**src/sv/dsps_pkg.sv**
```systemverilog
// ----------------------------------------------------------------------------
// dsps_pkg
// Types, codes and helpers shared by the dual sensor poll sequencer files.
// ----------------------------------------------------------------------------
package dsps_pkg;

    // command codes carried by each input word
    typedef enum logic [2:0] {
        CMD_TICK       = 3'd0,
        CMD_RUN        = 3'd1,
        CMD_HALT       = 3'd2,
        CMD_INIT       = 3'd3,
        CMD_TAKE_FRESH = 3'd4
    } cmd_t;

    // poll phases
    typedef enum logic [2:0] {
        PH_IDLE           = 3'd0,
        PH_MOTION_CHECK   = 3'd1,
        PH_MOTION_READ    = 3'd2,
        PH_PRESSURE_CHECK = 3'd3,
        PH_PRESSURE_READ  = 3'd4
    } phase_t;

    // driver status codes
    localparam logic [1:0] ST_OK    = 2'd0;
    localparam logic [1:0] ST_BUSY  = 2'd1;
    localparam logic [1:0] ST_ERROR = 2'd2;

    // configuration register indexes
    localparam int         CFG_INDEX_W     = 1;
    localparam int         CFG_DATA_W      = 16;
    localparam logic [CFG_INDEX_W-1:0] REG_BMP_PERIOD  = 1'b0;
    localparam logic [CFG_INDEX_W-1:0] REG_ERROR_LIMIT = 1'b1;

    localparam logic [15:0] BMP_PERIOD_RESET  = 16'd25;
    localparam logic [7:0]  ERROR_LIMIT_RESET = 8'd10;
    localparam logic [7:0]  ERR_COUNT_MAX     = 8'd255;

    // input word
    typedef struct packed {
        logic [2:0]  cmd;
        logic [31:0] now_ms;
        logic        motion_ready;
        logic [1:0]  motion_status;
        logic        pressure_ready;
        logic [1:0]  pressure_status;
    } item_t;

    // result word
    typedef struct packed {
        logic [2:0] phase_out;
        logic       motion_failed;
        logic       pressure_failed;
        logic       start_pulse;
        logic       stop_pulse;
        logic       motion_fetch;
        logic       pressure_fetch;
        logic       fresh_flag;
    } result_t;

    // sequencer state other than the check timestamp
    typedef struct packed {
        phase_t     phase;
        logic       motion_failed;
        logic       pressure_failed;
        logic [7:0] motion_err_count;
        logic [7:0] pressure_err_count;
        logic       fresh;
    } seq_state_t;

    // error tracker outcome for one sensor
    typedef struct packed {
        logic [7:0] count;
        logic       failed;
    } track_t;

    // saturating error count with sticky fault
    function automatic track_t track_status(
        input logic [1:0] status,
        input logic [7:0] count,
        input logic       failed,
        input logic       fatal,
        input logic [7:0] limit
    );
        track_t r;
        r.count  = count;
        r.failed = failed;
        if (!failed) begin
            if (status == ST_ERROR) begin
                if (count != ERR_COUNT_MAX) begin
                    r.count = count + 8'd1;
                end
                if ((r.count >= limit) || fatal) begin
                    r.failed = 1'b1;
                end
            end else if (status == ST_OK) begin
                r.count = '0;
            end
        end
        return r;
    endfunction

endpackage

```
**src/sv/dsps_step.sv**
```systemverilog
// ----------------------------------------------------------------------------
// dsps_step
// Next-state and result logic for one word of the poll sequencer.
// ----------------------------------------------------------------------------
module dsps_step #(
    parameter int TIME_WIDTH = 32
) (
    input  dsps_pkg::item_t      item,
    input  dsps_pkg::seq_state_t cur,
    input  logic [TIME_WIDTH-1:0] last_check,
    input  logic [15:0]           bmp_period_ms,
    input  logic [7:0]            error_limit,
    output dsps_pkg::seq_state_t nxt,
    output logic [TIME_WIDTH-1:0] last_check_next,
    output dsps_pkg::result_t    result
);
    import dsps_pkg::*;

    logic [TIME_WIDTH+31:0] now_ext;
    logic [TIME_WIDTH-1:0]  now_t;
    logic [TIME_WIDTH-1:0]  elapsed;
    logic                   throttled;
    logic                   is_tick;
    logic                   go_enable;
    logic                   go_disable;
    logic                   chk_m;
    logic                   chk_p;
    logic                   fatal;
    logic                   clr_counts;
    logic [7:0]             m_base;
    logic [7:0]             p_base;
    track_t                 m_trk;
    track_t                 p_trk;
    phase_t                 phase_next;
    logic                   fresh_after;

    // time in the configured width, wrapping difference
    assign now_ext   = {{TIME_WIDTH{1'b0}}, item.now_ms};
    assign now_t     = now_ext[TIME_WIDTH-1:0];
    assign elapsed   = now_t - last_check;
    assign throttled = elapsed < {{(TIME_WIDTH-16){1'b0}}, bmp_period_ms};

    assign is_tick    = (item.cmd == CMD_TICK);
    assign go_enable  = (item.cmd == CMD_RUN) && (cur.phase == PH_IDLE);
    assign go_disable = (item.cmd == CMD_HALT) && (cur.phase != PH_IDLE);

    // which status checks run
    always_comb begin
        chk_m      = 1'b0;
        chk_p      = 1'b0;
        fatal      = 1'b0;
        clr_counts = 1'b0;
        case (item.cmd)
            CMD_RUN, CMD_HALT: begin
                chk_m      = 1'b1;
                fatal      = 1'b1;
                clr_counts = 1'b1;
            end
            CMD_INIT: begin
                chk_m = 1'b1;
                chk_p = 1'b1;
                fatal = 1'b1;
            end
            CMD_TICK: begin
                case (cur.phase)
                    PH_MOTION_CHECK, PH_MOTION_READ: chk_m = 1'b1;
                    PH_PRESSURE_CHECK:               chk_p = !throttled;
                    PH_PRESSURE_READ:                chk_p = 1'b1;
                    default: ;
                endcase
            end
            default: ;
        endcase
    end

    // error tracking per sensor
    assign m_base = clr_counts ? 8'd0 : cur.motion_err_count;
    assign p_base = clr_counts ? 8'd0 : cur.pressure_err_count;
    assign m_trk  = track_status(item.motion_status, m_base, cur.motion_failed,
                                 fatal, error_limit);
    assign p_trk  = track_status(item.pressure_status, p_base, cur.pressure_failed,
                                 fatal, error_limit);

    // next phase
    always_comb begin
        phase_next = cur.phase;
        case (item.cmd)
            CMD_RUN: begin
                if (cur.phase == PH_IDLE) begin
                    phase_next = PH_MOTION_CHECK;
                end
            end
            CMD_HALT: begin
                if (cur.phase != PH_IDLE) begin
                    phase_next = PH_IDLE;
                end
            end
            CMD_INIT: phase_next = PH_IDLE;
            CMD_TICK: begin
                case (cur.phase)
                    PH_MOTION_CHECK: begin
                        if (item.motion_ready) begin
                            phase_next = PH_MOTION_READ;
                        end else if (cur.motion_failed) begin
                            phase_next = PH_PRESSURE_CHECK;
                        end
                    end
                    PH_MOTION_READ: begin
                        if (cur.motion_failed || (item.motion_status != ST_BUSY)) begin
                            phase_next = PH_PRESSURE_CHECK;
                        end
                    end
                    PH_PRESSURE_CHECK: begin
                        if (throttled || !item.pressure_ready) begin
                            phase_next = PH_MOTION_CHECK;
                        end else begin
                            phase_next = PH_PRESSURE_READ;
                        end
                    end
                    PH_PRESSURE_READ: begin
                        if (cur.pressure_failed || (item.pressure_status != ST_BUSY)) begin
                            phase_next = PH_MOTION_CHECK;
                        end
                    end
                    default: ;
                endcase
            end
            default: ;
        endcase
    end

    // fresh flag, cleared when a run or halt command changes the phase and set by a motion read
    always_comb begin
        fresh_after = cur.fresh;
        if (go_enable || go_disable) begin
            fresh_after = 1'b0;
        end else if (is_tick && (cur.phase == PH_MOTION_READ) &&
                     (item.motion_status != ST_BUSY)) begin
            fresh_after = 1'b1;
        end
    end

    // state outputs
    always_comb begin
        nxt.phase              = phase_next;
        nxt.motion_failed      = chk_m ? m_trk.failed : cur.motion_failed;
        nxt.motion_err_count   = chk_m ? m_trk.count : m_base;
        nxt.pressure_failed    = chk_p ? p_trk.failed : cur.pressure_failed;
        nxt.pressure_err_count = chk_p ? p_trk.count : p_base;
        nxt.fresh              = (item.cmd == CMD_TAKE_FRESH) ? 1'b0 : fresh_after;
        last_check_next        = (is_tick && (cur.phase == PH_PRESSURE_CHECK) && !throttled)
                                 ? now_t : last_check;
    end

    // result word
    always_comb begin
        result.phase_out       = phase_next;
        result.motion_failed   = nxt.motion_failed;
        result.pressure_failed = nxt.pressure_failed;
        result.start_pulse     = go_enable && !cur.motion_failed;
        result.stop_pulse      = go_disable && !cur.motion_failed;
        result.motion_fetch    = is_tick && (cur.phase == PH_MOTION_READ);
        result.pressure_fetch  = is_tick && (cur.phase == PH_PRESSURE_READ);
        result.fresh_flag      = fresh_after;
    end

endmodule

```
**src/sv/dual_sensor_poll_sequencer.sv**
```systemverilog
// A word accepted into the input register passes through the step logic into
// the result register. Throughput: one word per cycle unless m_ready stalls the
// output; the whole step fits between the two registers. Back-pressure on
// m_ready stalls the result register, then the input register.
// Reset (aresetn low, synchronous) empties both registers, clears the phase,
// fault bits, error counts, fresh flag and check time, and reloads 25 and 10.
// ----------------------------------------------------------------------------
// dual_sensor_poll_sequencer
// Alternately polls a motion and a pressure sensor with throttled pressure
// checks, error counting with sticky faults and a read-and-clear fresh flag.
// ----------------------------------------------------------------------------
module dual_sensor_poll_sequencer #(
    parameter int TIME_WIDTH = 32
) (
    input  logic                                  aclk,
    input  logic                                  aresetn,
    input  logic                                  s_valid,
    output logic                                  s_ready,
    input  dsps_pkg::item_t                       s_data,
    output logic                                  m_valid,
    input  logic                                  m_ready,
    output dsps_pkg::result_t                     m_data,
    input  logic                                  cfg_we,
    input  logic [dsps_pkg::CFG_INDEX_W-1:0]      cfg_index,
    input  logic [dsps_pkg::CFG_DATA_W-1:0]       cfg_wdata
);
    import dsps_pkg::*;

    logic                  in_vld_reg;
    logic                  in_vld_next;
    item_t                 in_data_reg;
    logic                  m_valid_reg;
    logic                  m_valid_next;
    result_t               m_data_reg;
    seq_state_t            state_reg;
    seq_state_t            state_next;
    logic [TIME_WIDTH-1:0] last_check_reg;
    logic [TIME_WIDTH-1:0] last_check_next;
    logic [15:0]           bmp_period_reg;
    logic [7:0]            error_limit_reg;
    result_t               step_result;
    logic                  advance;
    logic                  fire;
    logic                  s_take;

    // handshake
    assign advance = !m_valid_reg || m_ready;
    assign fire    = in_vld_reg && advance;
    assign s_ready = !in_vld_reg || advance;
    assign s_take  = s_valid && s_ready;
    assign m_valid = m_valid_reg;
    assign m_data  = m_data_reg;

    always_comb begin
        in_vld_next  = s_take ? 1'b1 : (advance ? 1'b0 : in_vld_reg);
        m_valid_next = fire ? 1'b1 : (m_ready ? 1'b0 : m_valid_reg);
    end

    // step logic
    dsps_step #(
        .TIME_WIDTH (TIME_WIDTH)
    ) u_step (
        .item            (in_data_reg),
        .cur             (state_reg),
        .last_check      (last_check_reg),
        .bmp_period_ms   (bmp_period_reg),
        .error_limit     (error_limit_reg),
        .nxt             (state_next),
        .last_check_next (last_check_next),
        .result          (step_result)
    );

    // control and state registers
    always_ff @(posedge aclk) begin
        if (!aresetn) begin
            in_vld_reg                   <= 1'b0;
            m_valid_reg                  <= 1'b0;
            state_reg.phase              <= PH_IDLE;
            state_reg.motion_failed      <= 1'b0;
            state_reg.pressure_failed    <= 1'b0;
            state_reg.motion_err_count   <= '0;
            state_reg.pressure_err_count <= '0;
            state_reg.fresh              <= 1'b0;
            last_check_reg               <= '0;
        end else begin
            in_vld_reg  <= in_vld_next;
            m_valid_reg <= m_valid_next;
            if (fire) begin
                state_reg      <= state_next;
                last_check_reg <= last_check_next;
            end
        end
    end

    // configuration registers
    always_ff @(posedge aclk) begin
        if (!aresetn) begin
            bmp_period_reg  <= BMP_PERIOD_RESET;
            error_limit_reg <= ERROR_LIMIT_RESET;
        end else if (cfg_we) begin
            case (cfg_index)
                REG_BMP_PERIOD:  bmp_period_reg  <= cfg_wdata[15:0];
                REG_ERROR_LIMIT: error_limit_reg <= cfg_wdata[7:0];
                default: ;
            endcase
        end
    end

    // payload registers
    always_ff @(posedge aclk) begin
        if (s_take) begin
            in_data_reg <= s_data;
        end
        if (fire) begin
            m_data_reg <= step_result;
        end
    end

    // a stalled input side means a held result downstream
    assert property (@(posedge aclk) disable iff (!aresetn)
        !s_ready |-> (m_valid_reg && !m_ready))
        else $error("input stalled without output back-pressure");

    // once both fault bits are set they stay set until reset
    assert property (@(posedge aclk) disable iff (!aresetn)
        (state_reg.motion_failed && state_reg.pressure_failed) |=>
        (state_reg.motion_failed && state_reg.pressure_failed))
        else $error("fault bit cleared");

    // a motion fetch leaves the sequencer in motion read or pressure check
    assert property (@(posedge aclk) disable iff (!aresetn)
        (m_valid_reg && m_data_reg.motion_fetch) |->
        ((m_data_reg.phase_out == PH_MOTION_READ) ||
         (m_data_reg.phase_out == PH_PRESSURE_CHECK)))
        else $error("motion fetch with bad next phase");

    // start and stop are never given together
    assert property (@(posedge aclk) disable iff (!aresetn)
        m_valid_reg |-> !(m_data_reg.start_pulse && m_data_reg.stop_pulse))
        else $error("start and stop in one word");

endmodule
```
**config.mk**
```make
export PLATFORM = sky130hd
export DESIGN_NAME = dual_sensor_poll_sequencer
export DESIGN_NICKNAME = d
export VERILOG_FILES = /design/src/sv/dsps_pkg.sv /design/src/sv/dsps_step.sv /design/src/sv/dual_sensor_poll_sequencer.sv
export SDC_FILE = /design/constraint.sdc
export NUM_CORES = 1
export LEC_CHECK = 0
export ABC_AREA = 1
export BUFFER_PORTS_ARGS = -buffer_cell sky130_fd_sc_hd__buf_2
export CAP_MARGIN = 20
export CORE_ASPECT_RATIO = 1.75
export CORE_MARGIN = 10
export CORE_UTILIZATION = 56
export DETAILED_ROUTE_END_ITERATION = 10
export GPL_ROUTABILITY_DRIVEN = 0
export HOLD_SLACK_MARGIN = 0.02
export PLACE_DENSITY = 0.86
export SLEW_MARGIN = 40
export SYNTH_ARGS = -nofsm -noshare
export SYNTH_HDL_FRONTEND = slang
export SYNTH_SLANG_ARGS = --single-unit
```
**constraint.sdc**
```tcl
create_clock -name aclk -period 4.6 [get_ports aclk]
set_clock_uncertainty 0.1 [all_clocks]
set_input_delay 0.46 -clock aclk [delete_from_list [all_inputs] [get_ports aclk]]
set_output_delay 0.46 -clock aclk [all_outputs]
set_load 0.05 [all_outputs]
```
==> results of run 1 <==
-- worst min path at each step --
stage | startpoint | end | slack, ps | cells after the start
2_1_floorplan | last_check_reg[0] | last_check_reg[0] | 330 | 2
3_3_place_gp | last_check_reg[0] | last_check_reg[0] | 340 | 2
3_5_place_dp | bmp_period_reg[0] | bmp_period_reg[0] | 340 | 2
4_1_cts | s_data[35] | in_data_reg[35] | 100 | 1
5_1_grt | s_data[35] | in_data_reg[35] | 90 | 1
6_report | s_data[35] | in_data_reg[35] | 100 | 1
-- final cells by class --
| cell class | count | area [µm²] |
|---|---|---|
| clock buffer | 17 | 425 |
| timing repair buffer | 78 | 400 |
| tap | 186 | 233 |
| clock inverter | 15 | 193 |
| fill | 1292 | 5440 |
| inverter | 245 | 920 |
| multi-input combinational | 835 | 4500 |
| sequential | 131 | 3130 |
-- cell families after synthesis --
family / share of synthesized area
xor gates and xnor gates: 0.0223
DFF: 0.362
and+or+nand+nor: 0.254
buffers and inverters: 0.118
adders and majority gates: 0.0949
AOI/OAI and AO/OA: 0.148
-- power by group --
group / leakage, µW / total (µW) / internal [µW] / switching [µW]
registers: 0.00115 / 1290 / 1260 / 27.0
clock network: 0.000307 / 1440 / 870 / 572
logic: 0.00327 / 493 / 168 / 325
total: 0.00473 / 3220 / 2300 / 924
-- stage by stage --
step / setup WS, ps / util / std cells / power, µW
detailed placement: 573 / 0.602 / 1475 / 1790
CTS: 540 / 0.643 / 1507 / 3220
global route: 126 / 0.643 / 1507 / 3360
floorplan: 964 / - / 1234 / 1660
finish: 494 / 0.643 / 1507 / 3220
global placement: 648 / 0.602 / 1475 / 1780
-- layer usage --
| layer | part of all wire | vias to the layer above | routed length [µm] |
|---|---|---|---|
| li1 | - | 4116 | - |
| met4 | 0.058 | 0 | 1330 |
| met1 | 0.35 | 3704 | 7940 |
| met3 | 0.048 | 102 | 1100 |
| met5 | 0 | - | 0 |
| met2 | 0.55 | 289 | 12600 |
-- cell usage in the layout, fill, tap and decap left out, types with 13 or more instances in the layout --
master / Yosys / final
dfxtp_1: 80 / 80
nand3_1: 54 / 54
a21oi_1: 110 / 110
nor2_1: 83 / 83
nor3_1: 13 / 13
inv_1: 243 / 242
clkbuf_16: 0 / 17
nor2_2: 13 / 13
nand2_1: 308 / 308
ha_1: 64 / 64
buf_2: 5 / 74
edfxtp_1: 51 / 51
o21ai_0: 70 / 70
xor2_1: 19 / 19
-- worst reg2reg max path: stages (launching register included) --
cell and delay, ps:
edfxtp_1 420, inv_2 90, nand3_2 120, nand2_4 170
nor2_1 320, ha_1 280, nand3_1 120, nand3b_1 220
nor2_2 140, nand2_2 130, o31ai_1 320, ha_1 320
a21oi_1 150, nor2_1 50, a211oi_1 190, o221ai_1 160
o311ai_1 440, nand2_1 80
==> summary.txt, run 1 <==
Status: complete, no violations
Postcts setup bufs: 0
Root Driver: clkbuf_16
Worst-path cell chain: inv_2 > nand3_2 > nand2_4 > nor2_1 > ha_1 > nand3_1 > nand3b_1 > nor2_2 > nand2_2 > o31ai_1 > ha_1 > a21oi_1 > nor2_1 > a211oi_1 > o221ai_1 > o311ai_1 > nand2_1
Largest area contributor in the netlist: dfxtp_1
Global-route wire length before repair: 37.4 mm
Synthesized Nets: 1362
RSZ-0062 raised after global routing: no
Sequential share of the synthesized area: 0.362
Final nets: 1436
Initial DRT Pass Iterations: 5
Placed cell areas: 0.00918 mm²
Chip width: 114 µm
Worst r2r dst: m_data[5]
Reg2reg start: in_data_reg[40]
Drt wl/cell: 15.2 µm
Area of the core: 0.0152 mm²
Antenna violations before repair: 0
Global Route met3 Usage: 0.0365
Die Span Y: 184 µm
Max incr delay on CP: 440 ps
Final Hold Fails: 0
# DRC: 0
Synth Instances: 1234
Final HPWL DP: 17.2 mm
ANT cells: 0
Avg Inst Size Synth: 7.01 µm²
Slew HR: 0.469
Final Slew Violations: 0
Syn-to-layout area delta: 13.3%
Clock sinks: 131
Max-Cap Viols: 0
Number of flip-flops in the largest register: 41
GRT busiest layer: met2
Top delay family on crit path: simple AND/OR/NAND/NOR gates
Area contributors post-synth: dfxtp_1 (19%), edfxtp_1 (18%), nand2_1 (13%), inv_1 (11%), ha_1 (9.3%)
Seq cells post-synth: 131
CTS tree: yes
Vias/cell: 5.45
WP data required: 4660 ps
Hold_buf cts: 0
Crit path capture: m_data[5]
Vias in the first global route: 8091
Final setup viols: 0
Most frequent cell after synthesis: nand2_1
EDFF count, synth: 51
Layout cell share with drive strength beyond 1: 0.114
Routed WL: 22.9 mm
Crit path launch: in_data_reg[40]
H-Tree Depth: 4
Drt initial violations: 460
Crit share post-route: 0.893
Row cnt: 60
IO buf count: 74
Crit end category: flip-flop
Mapped cell area: 0.00865 mm²
Peak Freq: 244 MHz
Leakage: 0.00473 µW
Type of the worst setup path: reg2reg
Peak supply drop: 0.218 mV
Worst Path Max Fanout: 16
Via count: 8211
Hold slack final: 104 ps
PD cells: 329 mW/mm²
Post-route cell area: 0.00980 mm²
Met1 GRT Util: 0.207
CP bufs+invs: 1
Slowest-stage cell, CP: o311ai_1
GR Layer Usage met2: 0.421
Worst-margin pin slew: 794 ps
CP Launch Type: flip-flop
Starting Density: 0.568
Asr flop ratio synth: 0
Netlist cell types: 48
Post-CTS sizing: 0
Largest net degree at the start of global routing: 65
Antenna Nets Post-Route: 0
Num ports: 75
Stages on the worst setup path: 17
Clock buffer count from CTS: 17
Maximum buffer depth of the clock tree: 2
Class of the worst hold path: in2reg
Global-route usage over all layers: 0.220
Synth Flop Type: dfxtp_1
Top post-synthesis cells by count: nand2_1 (308), inv_1 (243), a21oi_1 (110)
Setup_tns: 0 ps
Top-area cell type share of the netlist area: 0.185
Total gr overflow: 0
Clk slew on worst S/H paths: 60 ps
R2R depth: 17
Reg2Reg Setup Slack: 490 ps
Crit path DAT: 4160 ps
Minimum clock period: 4110 ps
Worst skew pair latency: 430 ps
Die ar.: 0.0210 mm²
Warnings, synthesis: 0
Note: power is estimated with default switching activity, not from simulation.
==> run 2, diff against run 1 <==
--- a/config.mk
+++ b/config.mk
@@ -14,7 +14,7 @@
 export DETAILED_ROUTE_END_ITERATION = 10
 export GPL_ROUTABILITY_DRIVEN = 0
 export HOLD_SLACK_MARGIN = 0.02
-export PLACE_DENSITY = 0.86
+export PLACE_DENSITY = 0.85
 export SLEW_MARGIN = 40
 export SYNTH_ARGS = -nofsm -noshare
 export SYNTH_HDL_FRONTEND = slang
==> summary.txt, run 2 (synthesis results as in run 1) <==
Area of the core: 0.0152 mm² (unchanged)
Layout cell share with drive strength beyond 1: 0.116 (+0.00125)
Global-route usage over all layers: 0.222 (+0.00218)
R2R depth: 22 (+5)
Row cnt: 60 (unchanged)
Worst r2r dst: m_data[6]
Final nets: 1439 (+0.21%)
H-Tree Depth: 4 (unchanged)
Placed cell areas: 0.00920 mm² (+0.25%)
Post-route non-filler standard cell count: 1510 (+0.20%)
Core Util, Final: 0.645 (+0.00238)
Commonest non-fill, non-tap cells in the layout: nand2_1 (308), inv_1 (242), a21oi_1 (110), nor2_1 (83), dfxtp_1 (80)
FF/Latch Area: 0.00313 mm² (unchanged)
Postcts setup bufs: 0 (unchanged)
Reg2reg start: in_data_reg[40]
Drt wl/cell: 15.3 µm (+0.42%)
Clk slew on worst S/H paths: 60 ps (about the same)
Routed WL: 23.1 mm (+0.62%)
Root Driver: clkbuf_16
Worst-margin pin slew: 785 ps (-9.73 ps)
PD cells: 330 mW/mm² (+0.35%)
# DRC: 0 (unchanged)
Worst skew pair latency: 420 ps (about the same)
Vias in the first global route: 8252 (+2.0%)
CTS tree: yes
Minimum clock period: 4100 ps (-6.93 ps)
Post-CTS sizing: 0 (unchanged)
WP data required: 4660 ps (about the same)
Hold wc startpoint: s_data[38]
Crit path DAT: 4160 ps (about the same)
Worst Path Max Fanout: 14 (-2)
Vias/cell: 5.47 (+0.32%)
Final setup viols: 0 (unchanged)
Initial DRT Pass Iterations: 6 (+1)
Largest net degree at the start of global routing: 65 (unchanged)
Max-Cap Viols: 0 (unchanged)
IO buf count: 74 (unchanged)
Fillcell total: 1297 (+0.39%)
Antenna Nets Post-Route: 0 (unchanged)
Reg2Reg Setup Slack: 500 ps (about the same)
Total gr overflow: 0 (unchanged)
Starting Density: 0.568 (unchanged)
Hold depth: 1 (unchanged)
Clock buffer count from CTS: 17 (unchanged)
Maximum buffer depth of the clock tree: 2 (unchanged)
Leakage: 0.00474 µW (+0.27%)
Global-route wire length before repair: 37.7 mm (+0.83%)
Post-route cell area: 0.00984 mm² (+0.37%)
Status: complete, no violations
Via count: 8254 (+0.52%)
Die ar.: 0.0210 mm² (unchanged)
Peak Freq: 244 MHz (+0.17%)
Class of the worst hold path: in2reg
Commonest non-fill, non-tap cell in the layout: nand2_1
Clock sinks: 131 (unchanged)
Final Hold Fails: 0 (unchanged)
Slew HR: 0.476 (+0.00650)
WHS Endpoint: in_data_reg[38]
Hold_buf cts: 0 (unchanged)
Drt initial violations: 475 (+3.3%)
Antenna violations before repair: 0 (unchanged)
Die Span Y: 184 µm (unchanged)
Placed cell count: 1478 (+0.20%)
Syn-to-layout area delta: 13.7%
Num ports: 75 (unchanged)
Peak supply drop: 0.204 mV (-6.6%)
ANT cells: 0 (unchanged)
Type of the worst setup path: reg2reg
Setup_tns: 0 ps (unchanged)
Final HPWL DP: 17.5 mm (+1.7%)
CP Launch Type: flip-flop
RSZ-0062 raised after global routing: no
Crit share post-route: 0.891 (-0.00151)
Final Slew Violations: 0 (unchanged)
Chip width: 114 µm (unchanged)
Crit end category: flip-flop
Number of flip-flops in the largest register: 41 (unchanged)
Hold slack final: 107 ps (+3.37 ps)
Multi-input logic area: 0.00450 mm² (unchanged)
[run 2: cell types whose count changed in the layout (fill, tap and decap cells not counted), moves of 2 or more]
cell / before / now
inv_8: 2 / 0
buf_4: 4 / 7
clkinv_4: 2 / 6
inv_6: 6 / 2
[run 2: worst max-delay path by stage]
stage,cells after the start,from,to
after floorplan,22,in_data_reg[40],m_data[6]
after global placement,22,in_data_reg[40],m_data[6]
after detailed placement,22,in_data_reg[40],m_data[6]
after CTS,22,in_data_reg[40],m_data[6]
after global routing,22,in_data_reg[40],m_data[6]
final,22,in_data_reg[40],m_data[6]
[run 2: routing by layer]
layer / global-route usage / vias to the layer above / share of wire
met1: 0.200 / 3716 / 0.34
met2: 0.422 / 296 / 0.55
met5: 0 / - / 0
li1: - / 4130 / -
met3: 0.0417 / 112 / 0.044
met4: 0.157 / 0 / 0.073
[run 2: area by class of cell]
cell class | count | area share
clock buffers | 18 | 0.0436
clock inverters | 14 | 0.0206
inverters | 245 | 0.0935
multi-input cells | 835 | 0.457
flip-flops and latches | 131 | 0.319
well taps | 186 | 0.0237
repair buffers | 81 | 0.0430
[run 2: power breakdown]
| part | internal [µW] | switching, µW | leakage (µW) |
|---|---|---|---|
| sequential | 1260 | 27.5 | 0.00115 |
| clock | 914 | 545 | 0.000305 |
| combinational | 170 | 328 | 0.00328 |
| total | 2340 | 901 | 0.00474 |
[run 2: worst max-delay path: stages (launching register included)]
cell and delay (ps):
edfxtp_1 420, inv_2 90, nand3_2 130, nand2_4 70, buf_4 190, nor2_1 210, ha_1 240, nand3_1 160
nor4_2 210, nand2_1 240, xor2_1 220, inv_1 60, ha_1 260, o21ai_0 190, nand2_1 80, a21oi_1 130
o21bai_1 80, a21oi_1 130, o21bai_1 80, a21oi_1 120, nor2_1 50, o31ai_1 270, nand2_1 100
[run 2: metrics by stage]
step / worst slack (ps) / power (µW)
floorplan: 964 / 1660
global placement: 770 / 1780
CTS: 555 / 3250
finish: 501 / 3240
detailed placement: 581 / 1790
global route: 69.4 / 3380
